File: src/hdl/tkvt_pkg.sv
`timescale 1ns / 1ps
// ----------------------------------------------------------------------------
// tkvt_pkg
// Shared types and constants of the key=value record tokenizer.
// ----------------------------------------------------------------------------
package tkvt_pkg;

  localparam int unsigned PrefixMaxBytesDefault = 8;
  localparam int unsigned FifoDepthDefault      = 4;

  localparam int unsigned ByteW  = 8;
  localparam int unsigned PlenW  = 4;
  localparam int unsigned AddrW  = 6;
  localparam int unsigned DataW  = 64;
  localparam int unsigned RegIdxW = 3;

  localparam logic [ByteW-1:0] FieldSepReset = 8'd9;
  localparam logic [ByteW-1:0] RecordSepReset = 8'd10;
  localparam logic [ByteW-1:0] KeyValSepReset = 8'd61;
  localparam logic [PlenW-1:0] PrefixLenReset = 4'd0;

  typedef enum logic [2:0] {
    EV_BEGIN        = 3'd0,
    EV_KEY_BYTE     = 3'd1,
    EV_KEY_END      = 3'd2,
    EV_VALUE_BYTE   = 3'd3,
    EV_VALUE_END    = 3'd4,
    EV_RECORD_END   = 3'd5,
    EV_PREFIX_ERROR = 3'd6
  } event_e;

  typedef enum logic [RegIdxW-1:0] {
    REG_FIELD_SEP  = 3'd0,
    REG_RECORD_SEP = 3'd1,
    REG_KV_SEP     = 3'd2,
    REG_PREFIX     = 3'd3,
    REG_PREFIX_LEN = 3'd4
  } reg_e;

  localparam logic OP_DATA   = 1'b0;
  localparam logic OP_FINISH = 1'b1;

  // one queued command: one or two events of a single input transaction
  typedef struct packed {
    event_e           ev0;
    event_e           ev1;
    logic [ByteW-1:0] ch;
    logic             two;
  } cmd_t;

  typedef struct packed {
    logic [ByteW-1:0] field_sep;
    logic [ByteW-1:0] record_sep;
    logic [ByteW-1:0] kv_sep;
    logic [PlenW-1:0] prefix_len;
  } sep_cfg_t;

  typedef struct packed {
    logic             wr;
    logic [PlenW-1:0] value;
  } plen_wr_t;

endpackage

File: src/hdl/tsv_key_value_tokenizer_unit.sv
`timescale 1ns / 1ps
// ----------------------------------------------------------------------------
// tsv_key_value_tokenizer_unit
// Streaming key=value record tokenizer: emits begin/key/value/end events
// per input byte, with an optional checked line prefix.
// ----------------------------------------------------------------------------
//  channel   | handshake                 | payload
//  ----------+---------------------------+----------------------------------
//  input     | push / full               | operation_i, data_byte_i
//  result    | empty / pop               | event_res_o, char_out_o, last_o
//  config    | psel penable pwrite pready| paddr, pwdata, prdata (64 bit)
//
//  one input transaction per cycle while full is low; a transaction with two
//  events holds the command queue head until its second event is loaded
//  a result is registered in the command queue and then in the result register
//  full rises when the command queue (FIFO_DEPTH entries) is full
//  reset is asynchronous: registers to defaults, queue and result empty
// ----------------------------------------------------------------------------
module tsv_key_value_tokenizer_unit
  import tkvt_pkg::*;
#(
  parameter int unsigned PREFIX_MAX_BYTES = PrefixMaxBytesDefault,
  parameter int unsigned FIFO_DEPTH       = FifoDepthDefault
) (
  input  logic             clk_i,
  input  logic             rst_ni,
  input  logic             push,
  output logic             full,
  input  logic             operation_i,
  input  logic [ByteW-1:0] data_byte_i,
  output logic             empty,
  input  logic             pop,
  output logic [2:0]       event_res_o,
  output logic [ByteW-1:0] char_out_o,
  output logic             last_o,
  input  logic             psel,
  input  logic             penable,
  input  logic             pwrite,
  input  logic [AddrW-1:0] paddr,
  input  logic [DataW-1:0] pwdata,
  output logic [DataW-1:0] prdata,
  output logic             pready
);

  localparam int unsigned PrefixW = PREFIX_MAX_BYTES * ByteW;

  sep_cfg_t                                   cfg_q;
  logic [PREFIX_MAX_BYTES-1:0][ByteW-1:0]     prefix_q;
  logic                                       wr_en;
  reg_e                                       idx;
  plen_wr_t                                   plen_wr;
  logic                                       q_full, q_empty, q_pop, cmd_push;
  cmd_t                                       cmd, head;

  assign pready = 1'b1;
  assign wr_en  = psel && penable && pwrite && pready;
  assign idx    = reg_e'(paddr[AddrW-1:AddrW-RegIdxW]);

  assign plen_wr.wr    = wr_en && (idx == REG_PREFIX_LEN);
  assign plen_wr.value = pwdata[PlenW-1:0];

  always_ff @(posedge clk_i or negedge rst_ni) begin
    if (!rst_ni) begin
      cfg_q.field_sep  <= FieldSepReset;
      cfg_q.record_sep <= RecordSepReset;
      cfg_q.kv_sep     <= KeyValSepReset;
      cfg_q.prefix_len <= PrefixLenReset;
      prefix_q         <= '0;
    end else if (wr_en) begin
      case (idx)
        REG_FIELD_SEP:  cfg_q.field_sep  <= pwdata[ByteW-1:0];
        REG_RECORD_SEP: cfg_q.record_sep <= pwdata[ByteW-1:0];
        REG_KV_SEP:     cfg_q.kv_sep     <= pwdata[ByteW-1:0];
        REG_PREFIX:     prefix_q         <= pwdata[PrefixW-1:0];
        REG_PREFIX_LEN: cfg_q.prefix_len <= pwdata[PlenW-1:0];
        default: begin
        end
      endcase
    end
  end

  always_comb begin
    case (idx)
      REG_FIELD_SEP:  prdata = DataW'(cfg_q.field_sep);
      REG_RECORD_SEP: prdata = DataW'(cfg_q.record_sep);
      REG_KV_SEP:     prdata = DataW'(cfg_q.kv_sep);
      REG_PREFIX:     prdata = DataW'(prefix_q);
      REG_PREFIX_LEN: prdata = DataW'(cfg_q.prefix_len);
      default:        prdata = '0;
    endcase
  end

  assign full = q_full;

  tkvt_front #(
    .PrefixMaxBytes(PREFIX_MAX_BYTES)
  ) u_front (
    .clk_i      (clk_i),
    .rst_ni     (rst_ni),
    .push_i     (push),
    .operation_i(operation_i),
    .data_byte_i(data_byte_i),
    .q_full_i   (q_full),
    .cfg_i      (cfg_q),
    .prefix_i   (prefix_q),
    .plen_wr_i  (plen_wr),
    .cmd_push_o (cmd_push),
    .cmd_o      (cmd)
  );

  tkvt_fifo #(
    .Depth(FIFO_DEPTH)
  ) u_queue (
    .clk_i   (clk_i),
    .rst_ni  (rst_ni),
    .wr_i    (cmd_push),
    .wdata_i (cmd),
    .rd_i    (q_pop),
    .rdata_o (head),
    .full_o  (q_full),
    .empty_o (q_empty)
  );

  tkvt_back u_back (
    .clk_i      (clk_i),
    .rst_ni     (rst_ni),
    .head_i     (head),
    .q_empty_i  (q_empty),
    .q_pop_o    (q_pop),
    .pop_i      (pop),
    .empty_o    (empty),
    .event_res_o(event_res_o),
    .char_out_o (char_out_o),
    .last_o     (last_o)
  );

endmodule

File: src/hdl/tkvt_fifo.sv
`timescale 1ns / 1ps
// ----------------------------------------------------------------------------
// tkvt_fifo
// Short command queue between the parser front and the event back end.
// ----------------------------------------------------------------------------
module tkvt_fifo
  import tkvt_pkg::*;
#(
  parameter int unsigned Depth = FifoDepthDefault
) (
  input  logic clk_i,
  input  logic rst_ni,
  input  logic wr_i,
  input  cmd_t wdata_i,
  input  logic rd_i,
  output cmd_t rdata_o,
  output logic full_o,
  output logic empty_o
);

  localparam int unsigned PtrW = (Depth > 1) ? $clog2(Depth) : 1;
  localparam int unsigned CntW = $clog2(Depth + 1);

  cmd_t            mem_q [Depth];
  logic [PtrW-1:0] wptr_q, wptr_d, rptr_q, rptr_d;
  logic [CntW-1:0] cnt_q, cnt_d;
  logic            do_wr, do_rd;

  assign full_o  = (cnt_q == CntW'(Depth));
  assign empty_o = (cnt_q == '0);
  assign do_wr   = wr_i && !full_o;
  assign do_rd   = rd_i && !empty_o;
  assign rdata_o = mem_q[rptr_q];

  always_comb begin
    wptr_d = wptr_q;
    rptr_d = rptr_q;
    cnt_d  = cnt_q;
    if (do_wr) begin
      wptr_d = (wptr_q == PtrW'(Depth - 1)) ? '0 : wptr_q + 1'b1;
    end
    if (do_rd) begin
      rptr_d = (rptr_q == PtrW'(Depth - 1)) ? '0 : rptr_q + 1'b1;
    end
    if (do_wr && !do_rd) begin
      cnt_d = cnt_q + 1'b1;
    end else if (!do_wr && do_rd) begin
      cnt_d = cnt_q - 1'b1;
    end
  end

  always_ff @(posedge clk_i or negedge rst_ni) begin
    if (!rst_ni) begin
      wptr_q <= '0;
      rptr_q <= '0;
      cnt_q  <= '0;
    end else begin
      wptr_q <= wptr_d;
      rptr_q <= rptr_d;
      cnt_q  <= cnt_d;
    end
  end

  always_ff @(posedge clk_i) begin
    if (do_wr) begin
      mem_q[wptr_q] <= wdata_i;
    end
  end

endmodule

File: src/hdl/tkvt_front.sv
`timescale 1ns / 1ps
// ----------------------------------------------------------------------------
// tkvt_front
// Accepts input transactions, tracks the parse phase and prefix match, and
// queues the events that each transaction causes.
// ----------------------------------------------------------------------------
module tkvt_front
  import tkvt_pkg::*;
#(
  parameter int unsigned PrefixMaxBytes = PrefixMaxBytesDefault
) (
  input  logic                                clk_i,
  input  logic                                rst_ni,
  input  logic                                push_i,
  input  logic                                operation_i,
  input  logic [ByteW-1:0]                    data_byte_i,
  input  logic                                q_full_i,
  input  sep_cfg_t                            cfg_i,
  input  logic [PrefixMaxBytes-1:0][ByteW-1:0] prefix_i,
  input  plen_wr_t                            plen_wr_i,
  output logic                                cmd_push_o,
  output cmd_t                                cmd_o
);

  localparam int unsigned CntW = $clog2(PrefixMaxBytes + 1);
  localparam int unsigned IdxW = (PrefixMaxBytes > 1) ? $clog2(PrefixMaxBytes) : 1;

  typedef enum logic [1:0] {
    PH_PREFIX = 2'd0,
    PH_KEY    = 2'd1,
    PH_VALUE  = 2'd2,
    PH_ERROR  = 2'd3
  } phase_e;

  function automatic logic [CntW-1:0] eff_len(input logic [PlenW-1:0] l);
    if (l > PlenW'(PrefixMaxBytes)) begin
      return CntW'(PrefixMaxBytes);
    end
    return l[CntW-1:0];
  endfunction

  phase_e          phase_q, phase_d, start_ph;
  logic            nb_q, nb_d;
  logic [CntW-1:0] cnt_q, cnt_d, eff;
  logic            mism_q, mism_d;
  logic            accept, is_rs, is_fs;
  logic [1:0]      n;
  cmd_t            cmd;

  assign accept   = push_i && !q_full_i;
  assign eff      = eff_len(cfg_i.prefix_len);
  assign start_ph = (eff != '0) ? PH_PREFIX : PH_KEY;
  assign is_rs    = (data_byte_i == cfg_i.record_sep);
  assign is_fs    = (data_byte_i == cfg_i.field_sep);

  always_comb begin
    phase_d = phase_q;
    nb_d    = nb_q;
    cnt_d   = cnt_q;
    mism_d  = mism_q;
    n       = 2'd0;
    cmd.ev0 = EV_BEGIN;
    cmd.ev1 = EV_BEGIN;
    cmd.ch  = data_byte_i;
    cmd.two = 1'b0;
    if (accept) begin
      if (operation_i == OP_FINISH) begin
        if (phase_q == PH_VALUE) begin
          cmd.ev0 = EV_VALUE_END;
          cmd.ev1 = EV_RECORD_END;
          n       = 2'd2;
          nb_d    = 1'b1;
          cnt_d   = '0;
          mism_d  = 1'b0;
          phase_d = start_ph;
        end
      end else begin
        case (phase_q)
          PH_PREFIX: begin
            if (nb_q) begin
              n    = 2'd1;
              nb_d = 1'b0;
            end
            if (is_rs || is_fs) begin
              if (mism_q || cnt_q != eff) begin
                if (n == 2'd0) begin
                  cmd.ev0 = EV_PREFIX_ERROR;
                end else begin
                  cmd.ev1 = EV_PREFIX_ERROR;
                end
                n       = n + 2'd1;
                phase_d = PH_ERROR;
              end else if (is_rs) begin
                if (n == 2'd0) begin
                  cmd.ev0 = EV_RECORD_END;
                end else begin
                  cmd.ev1 = EV_RECORD_END;
                end
                n       = n + 2'd1;
                nb_d    = 1'b1;
                cnt_d   = '0;
                mism_d  = 1'b0;
                phase_d = start_ph;
              end else begin
                cnt_d   = '0;
                phase_d = PH_KEY;
              end
            end else if (!mism_q) begin
              if (cnt_q < eff && prefix_i[cnt_q[IdxW-1:0]] == data_byte_i) begin
                cnt_d = cnt_q + 1'b1;
              end else begin
                mism_d = 1'b1;
              end
            end
          end
          PH_KEY: begin
            if (nb_q) begin
              n    = 2'd1;
              nb_d = 1'b0;
            end
            if (n == 2'd0) begin
              cmd.ev0 = (data_byte_i == cfg_i.kv_sep) ? EV_KEY_END : EV_KEY_BYTE;
            end else begin
              cmd.ev1 = (data_byte_i == cfg_i.kv_sep) ? EV_KEY_END : EV_KEY_BYTE;
            end
            n = n + 2'd1;
            if (data_byte_i == cfg_i.kv_sep) begin
              phase_d = PH_VALUE;
            end
          end
          PH_VALUE: begin
            if (is_rs) begin
              cmd.ev0 = EV_VALUE_END;
              cmd.ev1 = EV_RECORD_END;
              n       = 2'd2;
              nb_d    = 1'b1;
              cnt_d   = '0;
              mism_d  = 1'b0;
              phase_d = start_ph;
            end else if (is_fs) begin
              cmd.ev0 = EV_VALUE_END;
              n       = 2'd1;
              phase_d = PH_KEY;
            end else begin
              cmd.ev0 = EV_VALUE_BYTE;
              n       = 2'd1;
            end
          end
          default: begin
          end
        endcase
      end
    end else if (plen_wr_i.wr && nb_q && phase_q != PH_ERROR) begin
      phase_d = (eff_len(plen_wr_i.value) != '0) ? PH_PREFIX : PH_KEY;
    end
    cmd.two = (n == 2'd2);
  end

  // command enters the queue at the accepting edge
  assign cmd_push_o = (n != 2'd0);
  assign cmd_o      = cmd;

  always_ff @(posedge clk_i or negedge rst_ni) begin
    if (!rst_ni) begin
      phase_q <= (eff_len(PrefixLenReset) != '0) ? PH_PREFIX : PH_KEY;
      nb_q    <= 1'b1;
      cnt_q   <= '0;
      mism_q  <= 1'b0;
    end else begin
      phase_q <= phase_d;
      nb_q    <= nb_d;
      cnt_q   <= cnt_d;
      mism_q  <= mism_d;
    end
  end

endmodule

File: src/hdl/tkvt_back.sv
`timescale 1ns / 1ps
// ----------------------------------------------------------------------------
// tkvt_back
// Takes queued commands and delivers their events one per transaction
// through the result register.
// ----------------------------------------------------------------------------
module tkvt_back
  import tkvt_pkg::*;
(
  input  logic             clk_i,
  input  logic             rst_ni,
  input  cmd_t             head_i,
  input  logic             q_empty_i,
  output logic             q_pop_o,
  input  logic             pop_i,
  output logic             empty_o,
  output logic [2:0]       event_res_o,
  output logic [ByteW-1:0] char_out_o,
  output logic             last_o
);

  logic             vld_q, vld_d;
  logic             sub_q, sub_d;
  event_e           ev_q, ev_d;
  logic [ByteW-1:0] ch_q, ch_d;
  logic             last_q, last_d;
  logic             load;

  assign load = !vld_q || pop_i;

  always_comb begin
    vld_d   = vld_q;
    sub_d   = sub_q;
    ev_d    = ev_q;
    ch_d    = ch_q;
    last_d  = last_q;
    q_pop_o = 1'b0;
    if (load) begin
      vld_d = !q_empty_i;
      if (!q_empty_i) begin
        ev_d   = sub_q ? head_i.ev1 : head_i.ev0;
        ch_d   = (ev_d == EV_KEY_BYTE || ev_d == EV_VALUE_BYTE) ? head_i.ch : '0;
        last_d = !head_i.two || sub_q;
        if (head_i.two && !sub_q) begin
          sub_d = 1'b1;
        end else begin
          sub_d   = 1'b0;
          q_pop_o = 1'b1;
        end
      end
    end
  end

  always_ff @(posedge clk_i or negedge rst_ni) begin
    if (!rst_ni) begin
      vld_q <= 1'b0;
      sub_q <= 1'b0;
    end else begin
      vld_q <= vld_d;
      sub_q <= sub_d;
    end
  end

  always_ff @(posedge clk_i) begin
    ev_q   <= ev_d;
    ch_q   <= ch_d;
    last_q <= last_d;
  end

  assign empty_o     = !vld_q;
  assign event_res_o = ev_q;
  assign char_out_o  = ch_q;
  assign last_o      = last_q;

endmodule

File: config.mk
export PLATFORM = sky130hd
export DESIGN_NAME = tsv_key_value_tokenizer_unit
export DESIGN_NICKNAME = d
export VERILOG_FILES = /design/src/hdl/tkvt_pkg.sv /design/src/hdl/tsv_key_value_tokenizer_unit.sv /design/src/hdl/tkvt_fifo.sv /design/src/hdl/tkvt_front.sv /design/src/hdl/tkvt_back.sv
export SDC_FILE = /design/constraint.sdc
export NUM_CORES = 1
export LEC_CHECK = 0
export BUFFER_PORTS_ARGS = -buffer_cell sky130_fd_sc_hd__buf_2
export CAP_MARGIN = 20
export CORE_MARGIN = 8
export CORE_UTILIZATION = 28
export CTS_CLUSTER_DIAMETER = 80
export DETAILED_ROUTE_END_ITERATION = 7
export PLACE_DENSITY = 0.52
export SETUP_SLACK_MARGIN = 0.15
export SLEW_MARGIN = 20
export SYNTH_ARGS = -nofsm -noshare
export SYNTH_HDL_FRONTEND = slang
export SYNTH_HIERARCHICAL = 1
export SYNTH_SLANG_ARGS = --single-unit
File: constraint.sdc
create_clock -name clk_i -period 5.9 [get_ports clk_i]
set_input_delay 0.59 -clock clk_i [delete_from_list [all_inputs] [get_ports clk_i]]
set_output_delay 0.59 -clock clk_i [all_outputs]
set_load 0.005 [all_outputs]
==> results of run 1 <==
[per-stage QoR]
step | worst slack (ns) | cell area [µm²] | utilization | hold slack, ns | power, µW
3_3_place_gp | 1.67 | 10500 | 0.317 | 0.498 | 3270
3_5_place_dp | 1.63 | 10500 | 0.317 | 0.510 | 3280
5_1_grt | 1.71 | 11200 | 0.337 | 0.0670 | 4710
6_report | 2.05 | 11200 | 0.337 | 0.0643 | 4440
4_1_cts | 2.00 | 11100 | 0.335 | 0.326 | 4510
2_1_floorplan | 2.53 | 9360 | - | 0.294 | 2850
[final cells by class]
| cell class | instances | area (µm²) | share of cell area |
|---|---|---|---|
| diodes | 2 | 5.00 | 0.000448 |
| clock buffers | 18 | 429 | 0.0384 |
| clock inverters | 14 | 185 | 0.0166 |
| inverters | 17 | 63.8 | 0.00571 |
| multi-input cells | 434 | 4130 | 0.370 |
| flip-flops and latches | 181 | 4900 | 0.439 |
| well taps | 448 | 561 | 0.0501 |
| repair buffers | 168 | 896 | 0.0801 |
[kinds of logic (layout without fill, tap and decap cells)]
group | Yosys count | in the layout | synth area share
flops | 181 | 181 | 0.524
other cells | 1 | 3 | 0.000401
mux | 153 | 153 | 0.228
simple gates | 175 | 175 | 0.117
compound gates | 52 | 52 | 0.0384
xor+xnor | 35 | 35 | 0.0328
fa+ha+maj | 18 | 18 | 0.0249
buf+inv | 56 | 217 | 0.0349
[placed cells by master (no fill, tap or decap), types with 9 or more instances in the layout]
| cell | netlist | routed |
|---|---|---|
| nand2_1 | 28 | 28 |
| dfstp_2 | 11 | 11 |
| a21oi_1 | 15 | 15 |
| o21ai_0 | 9 | 9 |
| buf_2 | 6 | 159 |
| nor2_1 | 21 | 20 |
| ha_1 | 17 | 17 |
| xor2_1 | 26 | 26 |
| and2_1 | 69 | 69 |
| dfrtp_1 | 98 | 97 |
| mux2_2 | 99 | 99 |
| mux4_2 | 28 | 28 |
| xnor2_1 | 9 | 9 |
| inv_1 | 16 | 16 |
| mux2i_1 | 15 | 15 |
| edfxtp_1 | 72 | 72 |
| nor2b_1 | 9 | 9 |
| clkbuf_16 | 0 | 17 |
[path summary, 6_finish.rpt]
path / cells past startpoint / to / slack [ns]
setup / recovery: 16 / u_queue/cnt_q[2] / 2.05
hold / removal: 1 / cfg_q[25] / 0.06
setup reg to reg: 16 / u_queue/cnt_q[2] / 2.05
hold reg to reg: 1 / prefix_q[12] / 0.52
max in group asynchronous: 2 / prefix_q[50] / 4.91
min in group clk_i: 2 / u_back/vld_q / 0.35
[state kept, by name, indices dropped and copies added (netlist names)]
signal,count
u_queue/wptr_q,2
u_back/vld_q,1
cfg_q,28
u_front/phase_q,2
u_front/nb_q,1
u_queue/cnt_q,3
u_queue/mem_q,60
prefix_q,64
u_back/last_o,1
u_back/char_out_o,8
u_front/cnt_q,4
u_back/event_res_o,3
u_queue/rptr_q,2
u_back/sub_q,1
u_front/mism_q,1
[power breakdown]
part | leakage (µW) | internal [µW] | total [µW] | switching, µW
logic | 0.00248 | 692 | 1330 | 643
clock network | 0.000308 | 683 | 1220 | 534
registers | 0.00203 | 1630 | 1890 | 255
total | 0.00482 | 3000 | 4440 | 1430
[cells in the mapped netlist, drive strengths merged (12+ instances only)]
master and number:
xor2 26, clkbuf 12, mux2i 15, nand2 28
inv 17, ha 17, nor2 26, buf 27
edfxtp 72, mux2 103, a21oi 16, and2 69
mux4 35, dfrtp 98
[routing by layer]
layer / vias to the layer above / routed length (µm)
met4: 2 / 193
met5: - / 9
li1: 2743 / -
met3: 15 / 1610
met2: 144 / 10900
met1: 2922 / 11200
==> metrics.txt, run 1 <==
status complete, no violations; number of global-route vias before repair 6308; met1 Use GR 0.165; Final Hold Fails 0; Crit Path Category reg -> reg; Worst path slowest cell nor4_1; initial antenna violation count 2; remaining global-route overflow 0; Data arrival, critical path 4.22 ns; CP Capture Type flip-flop; met2 Usage GRT 0.191; leakage power 0.00482 µW; CTS Buf Count 17; worst r2r src cfg_q[17]; hpwl dp 17.3 mm; PD cells 397 nW/µm²; post-synthesis area per instance 13.9 µm²; worst hold path type in -> async; Clock Pin Slew Worst Setup and Hold Paths 0.08 ns; sequential cell area fraction in the yosys report 0.524; post-route ant nets 0; Total GRT Usage 0.124; met3 usage 0.0426; drc violations 0; Final setup violation count 0; fillcell total 3345; max-cap viol count 0; post-synthesis cell count 671; CTS tree built; DR vias/cell 4.54; routed vias 5826; GRT busiest layer met2; Core Region 33200 µm²; Worst Path Buf+Inv 2; Cell Count Post-Placement 1246; Die Y 199 µm; first-pass GRT wire length 37.5 mm; number of synthesized flops with an enable pin 72; worst slew pin tran 1.04 ns; # Post-CTS Setup Buffers 0; ys async rst share 0.602; Worst path max stage delay 0.42 ns; IR Drop Worst-Case VDD 0.274 mV; YS warnings 6; CP cell instances xor2_1 -> nor4_1 -> nand2_1 -> inv_1 -> ha_1 -> o21ai_0 -> o221ai_1 -> a31oi_1 -> nand2b_1 -> nor2b_4 -> ha_1 -> inv_1 -> fa_1 -> xor2_1 -> nor2_1 -> xor2_1; pin count of the biggest net entering global routing 70; RSZ-0062 raised after global routing false; PortBufs 160; fin crit period 3.85 ns; Synth-to-Final Area Change 19.5%; Post-Syn Nets 775; routed wire length 23.9 mm; relative slew slack 0.306; CP most frequent cell xor2_1; clk root buf clkbuf_16; Crit Path Max Fanout 9; final slew viol count 0; fin nets 923; Cell variety after synth 68; RD Place Congestion 0.746; setup TNS 0 ns; first-pass iteration count of the detailed router 4; final cell count without fillers 1282; DR WL/cell 18.6 µm; DIE AREA 39500 µm²; Clock Skews 0.0113 ns; Yosys reg bits 181; Synth top area share 0.262; post-synth top area cell dfrtp_1; initial core utilization 0.282; CP startpoint cfg_q[17]; Post-synth top flop dfrtp_1; ranking of synthesized cells by area dfrtp_1 (26%), edfxtp_1 (23%), mux2_2 (12%); Fmax 0.260 GHz; I/O pins 165; Clock Sinks 181; CTS resizes 0; Worst EP required 6.27 ns; synthesized area 9360 µm²; Final Cycle Share 0.652; Max Root-Sink Buffers 2; delay-heaviest family, CP simple AND/OR/NAND/NOR gates; Worst-Skew Late Latency 0.44 ns; H-tree levels 4; row count 67; DRT iter0 DRCs 224; CTS Hold Buffers Added 0; nature of the critical path startpoint flip-flop; layout cells sized above 1 0.430; Die Wd 199 µm
(Power assumes the default switching activity.)
==> run 2: changes to the inputs <==
Settings changed: ABC_AREA from default to 1, PLACE_DENSITY 0.52 to 0.51.
Clock period 5.9 ns to 3.7 ns, I/O delays scaled along.
==> run 2 against run 1 <==
  * Wire length grew 18%
  * Combinational power grew 110%
  * Sequential share of layout area shrank 2.9 points
  * Worst hold slack lost 0.054 ns
  * Non-clock buffer count grew 14
  * Clock power grew 45%
  * Final cell count grew 46%
  * Worst setup slack lost 1.5 ns
  * Largest power group unchanged
==> metrics.txt, run 2 <==
hpwl dp 21.2 mm (+22%); post-route ant nets 0 (unchanged); Total GRT Usage 0.130 (+0.00619); Fmax 0.317 GHz (+22%); Met2 Wirelength 12.0 mm (+9.9%); initial core utilization 0.283 (+0.000981); CP most frequent cell nand2_1; worst hold slack 0.0103 ns (-0.0540 ns); drc violations 0 (unchanged); Core Region 36400 µm² (+9.8%); number of synthesized flops with an enable pin 72 (unchanged); leakage power 0.00596 µW (+24%); Die Y 208 µm (+4.5%); CP cell instances nor2_1 -> nand2_1 -> a21boi_0 -> ha_1 -> nand2_1 -> nor2_1 -> buf_4 -> nor3_1 -> nand2_1 -> o21ai_1 -> inv_1 -> nand3_1 -> inv_1 -> nand2_1 -> nand2_2 -> inv_1 -> ha_1 -> inv_1 -> fa_1 -> nand2_1 -> nand3_1 -> nand2_1 -> nand2_1; IR Drop Worst-Case VDD 0.331 mV (+21%); RSZ-0062 raised after global routing false; DR WL/cell 15.0 µm (-19%); PD cells 628 nW/µm² (+58%); remaining global-route overflow 0 (unchanged); Crit Path Category reg -> reg; first-pass GRT wire length 45.4 mm (+21%); Synth top area share 0.238 (-0.0241); nature of the critical path startpoint flip-flop; DRT iter0 DRCs 485 (+120%); Max Root-Sink Buffers 2 (unchanged); worst hold path type in -> async; Post-Syn Nets 1352 (+74%); Yosys reg bits 181 (unchanged); commonest non-fill, non-tap cell in the layout nand2_1; Cell variety after synth 46 (-32%); sequential cell area fraction in the yosys report 0.476 (-0.0482); CTS tree built; Worst Path Buf+Inv 5 (+3); clk root buf clkbuf_16; Data arrival, critical path 3.49 ns (-0.73 ns); synthesized area 10300 µm² (+10%); WL met3 1.67 mm (+3.9%); Clock Skews 0.0126 ns (+0.00134 ns); fin crit period 3.16 ns (-0.687 ns); top flop regs prefix_q x64, u_queue/mem_q x60, cfg_q x28; Worst Reg2Reg Path Length in Cells 23 (+7); Worst path slowest cell dfrtp_1; CP Capture Type flip-flop; initial antenna violation count 3 (+1); Worst EP required 4.03 ns (-2.24 ns); Crit Path Max Fanout 9 (unchanged); RD Place Congestion 0.842 (+13%); first-pass iteration count of the detailed router 7 (+3); PortBufs 160 (unchanged); Met1 Wirelength 14.1 mm (+26%); YS warnings 6 (unchanged); ranking of synthesized cells by area dfrtp_1 (24%), edfxtp_1 (21%), nand2_1 (9.9%); post-synthesis cell count 1248 (+86%); pin count of the biggest net entering global routing 95 (+36%); worst slew pin tran 0.870 ns (-0.169 ns); row count 70 (+4.5%); Post-synth top flop dfrtp_1; Die Wd 208 µm (+4.5%); CTS Buf Count 17 (unchanged); Clock Sinks 181 (unchanged); relative slew slack 0.420 (+0.114); most frequent cells in the layout nand2_1 (271), inv_1 (211), buf_2 (159); post-route setup slack 0.541 ns (-1.51 ns); routed vias 8263 (+42%); post-synthesis area per instance 8.26 µm² (-41%); H-tree levels 4 (unchanged); setup TNS 0 ns (unchanged); top routing layer in use met5; number of global-route vias before repair 8207 (+30%); CTS Hold Buffers Added 0 (unchanged); Setup WS pre-CTS 0.231 ns (-1.40 ns); DIE AREA 43200 µm² (+9.3%); Synth-to-Final Area Change 16.1%; Final Hold Fails 0 (unchanged); layout cells sized above 1 0.247 (-0.183); routed wire length 28.1 mm (+18%); final slew viol count 0 (unchanged); fin nets 1494 (+62%); max-cap viol count 0 (unchanged); most common cell in the netlist nand2_1; post-synth top area cell dfrtp_1; final cell count without fillers 1872 (+46%); Clock Pin Slew Worst Setup and Hold Paths 0.07 ns (about the same); max FFs per register 64 (unchanged); Final Cycle Share 0.854 (+0.202); Worst path max stage delay 0.41 ns (about the same); Cell Count Post-Placement 1839 (+48%); stages on the worst setup path 23 (+7); Worst-Skew Late Latency 0.44 ns (about the same); Largest Register prefix_q; DR vias/cell 4.41 (-2.9%); status complete, no violations; top cells by count, synth nand2_1 (272), inv_1 (211), nor2_1 (149); ys async rst share 0.602 (unchanged); Final setup violation count 0 (unchanged); I/O pins 165 (unchanged); fin util 0.328 (-0.00829); delay-heaviest family, CP simple AND/OR/NAND/NOR gates
==> run 2: changes by cell type in the layout (fill, tap and decap cells not counted), sizes merged, moves of 14 or more <==
cell and change:
mux2i -15, o21ai +118, nand2 +291, o211ai +34
inv +197, buf +14, nand3 +74, mux2 -103
nor2 +127, and2 -69, mux4 -35, xor2 -17
==> run 2: worst reg2reg max path, stage by stage (launching register included) <==
cell      delay (ns)
dfrtp_1         0.41
nor2_1          0.09
nand2_1         0.07
a21boi_0        0.23
ha_1            0.28
nand2_1         0.07
nor2_1          0.04
buf_4           0.16
nor3_1          0.14
nand2_1         0.09
o21ai_1         0.12
inv_1           0.06
nand3_1         0.09
inv_1           0.04
nand2_1         0.10
nand2_2         0.11
inv_1           0.08
ha_1            0.16
inv_1           0.07
fa_1            0.38
nand2_1         0.10
nand3_1         0.07
nand2_1         0.05
nand2_1         0.04
==> run 2: worst paths after layout <==
kind	startpoint	end	slack, ns
min reg2reg	cfg_q[9]	cfg_q[9]	0.50
min	rst_ni	u_back/vld_q	0.01
min in group clk_i	pwdata[33]	prefix_q[33]	0.13
max reg2reg	cfg_q[2]	u_queue/cnt_q[2]	0.54
max	cfg_q[2]	u_queue/cnt_q[2]	0.54
max in group asynchronous	rst_ni	cfg_q[9]	2.83
==> run 2: layout make-up <==
class / count / area, µm²
diodes: 1 / 2.50
clock buffers: 21 / 483
inverters: 218 / 828
repair buffers: 182 / 993
clock inverters: 11 / 85.1
flip-flops and latches: 181 / 4900
fillers: 3910 / 24500
well taps: 468 / 586
multi-input cells: 790 / 4090
==> run 2: stage by stage <==
| step | total power (µW) | area (µm²) |
|---|---|---|
| after floorplan | 5060 | 10300 |
| after global placement | 5790 | 11400 |
| after detailed placement | 5830 | 11400 |
| after CTS | 7620 | 11900 |
| after global routing | 8140 | 12000 |
| final | 7520 | 12000 |
==> run 2: routing by layer <==
layer  track usage  up-vias
li1              -     4232
met2         0.194      216
met3        0.0364       24
met4        0.0279        6
met1         0.185     3785
met5             0        -
==> run 2: cell families (layout without fill, tap and decap cells) <==
| logic type | count (synthesis) | count (layout) | synth area share |
|---|---|---|---|
| other cells | 1 | 2 | 0.000364 |
| flops | 181 | 181 | 0.476 |
| fa+ha+maj | 18 | 18 | 0.0226 |
| simple gates | 580 | 580 | 0.245 |
| xor+xnor | 14 | 14 | 0.0119 |
| compound gates | 177 | 177 | 0.115 |
| buf+inv | 277 | 432 | 0.129 |
==> run 2: repair_timing <==
item	4_1_cts	5_1_grt
resized for setup	0	6
endpoints found under the setup margin	0	2
setup buffers	0	0
==> run 2: where the power goes <==
part           internal (µW)  total [µW]  switching [µW]
logic                   1000        2820            1810
clock network            951        1770             814
registers               2630        2940             311
total                   4580        7520            2940
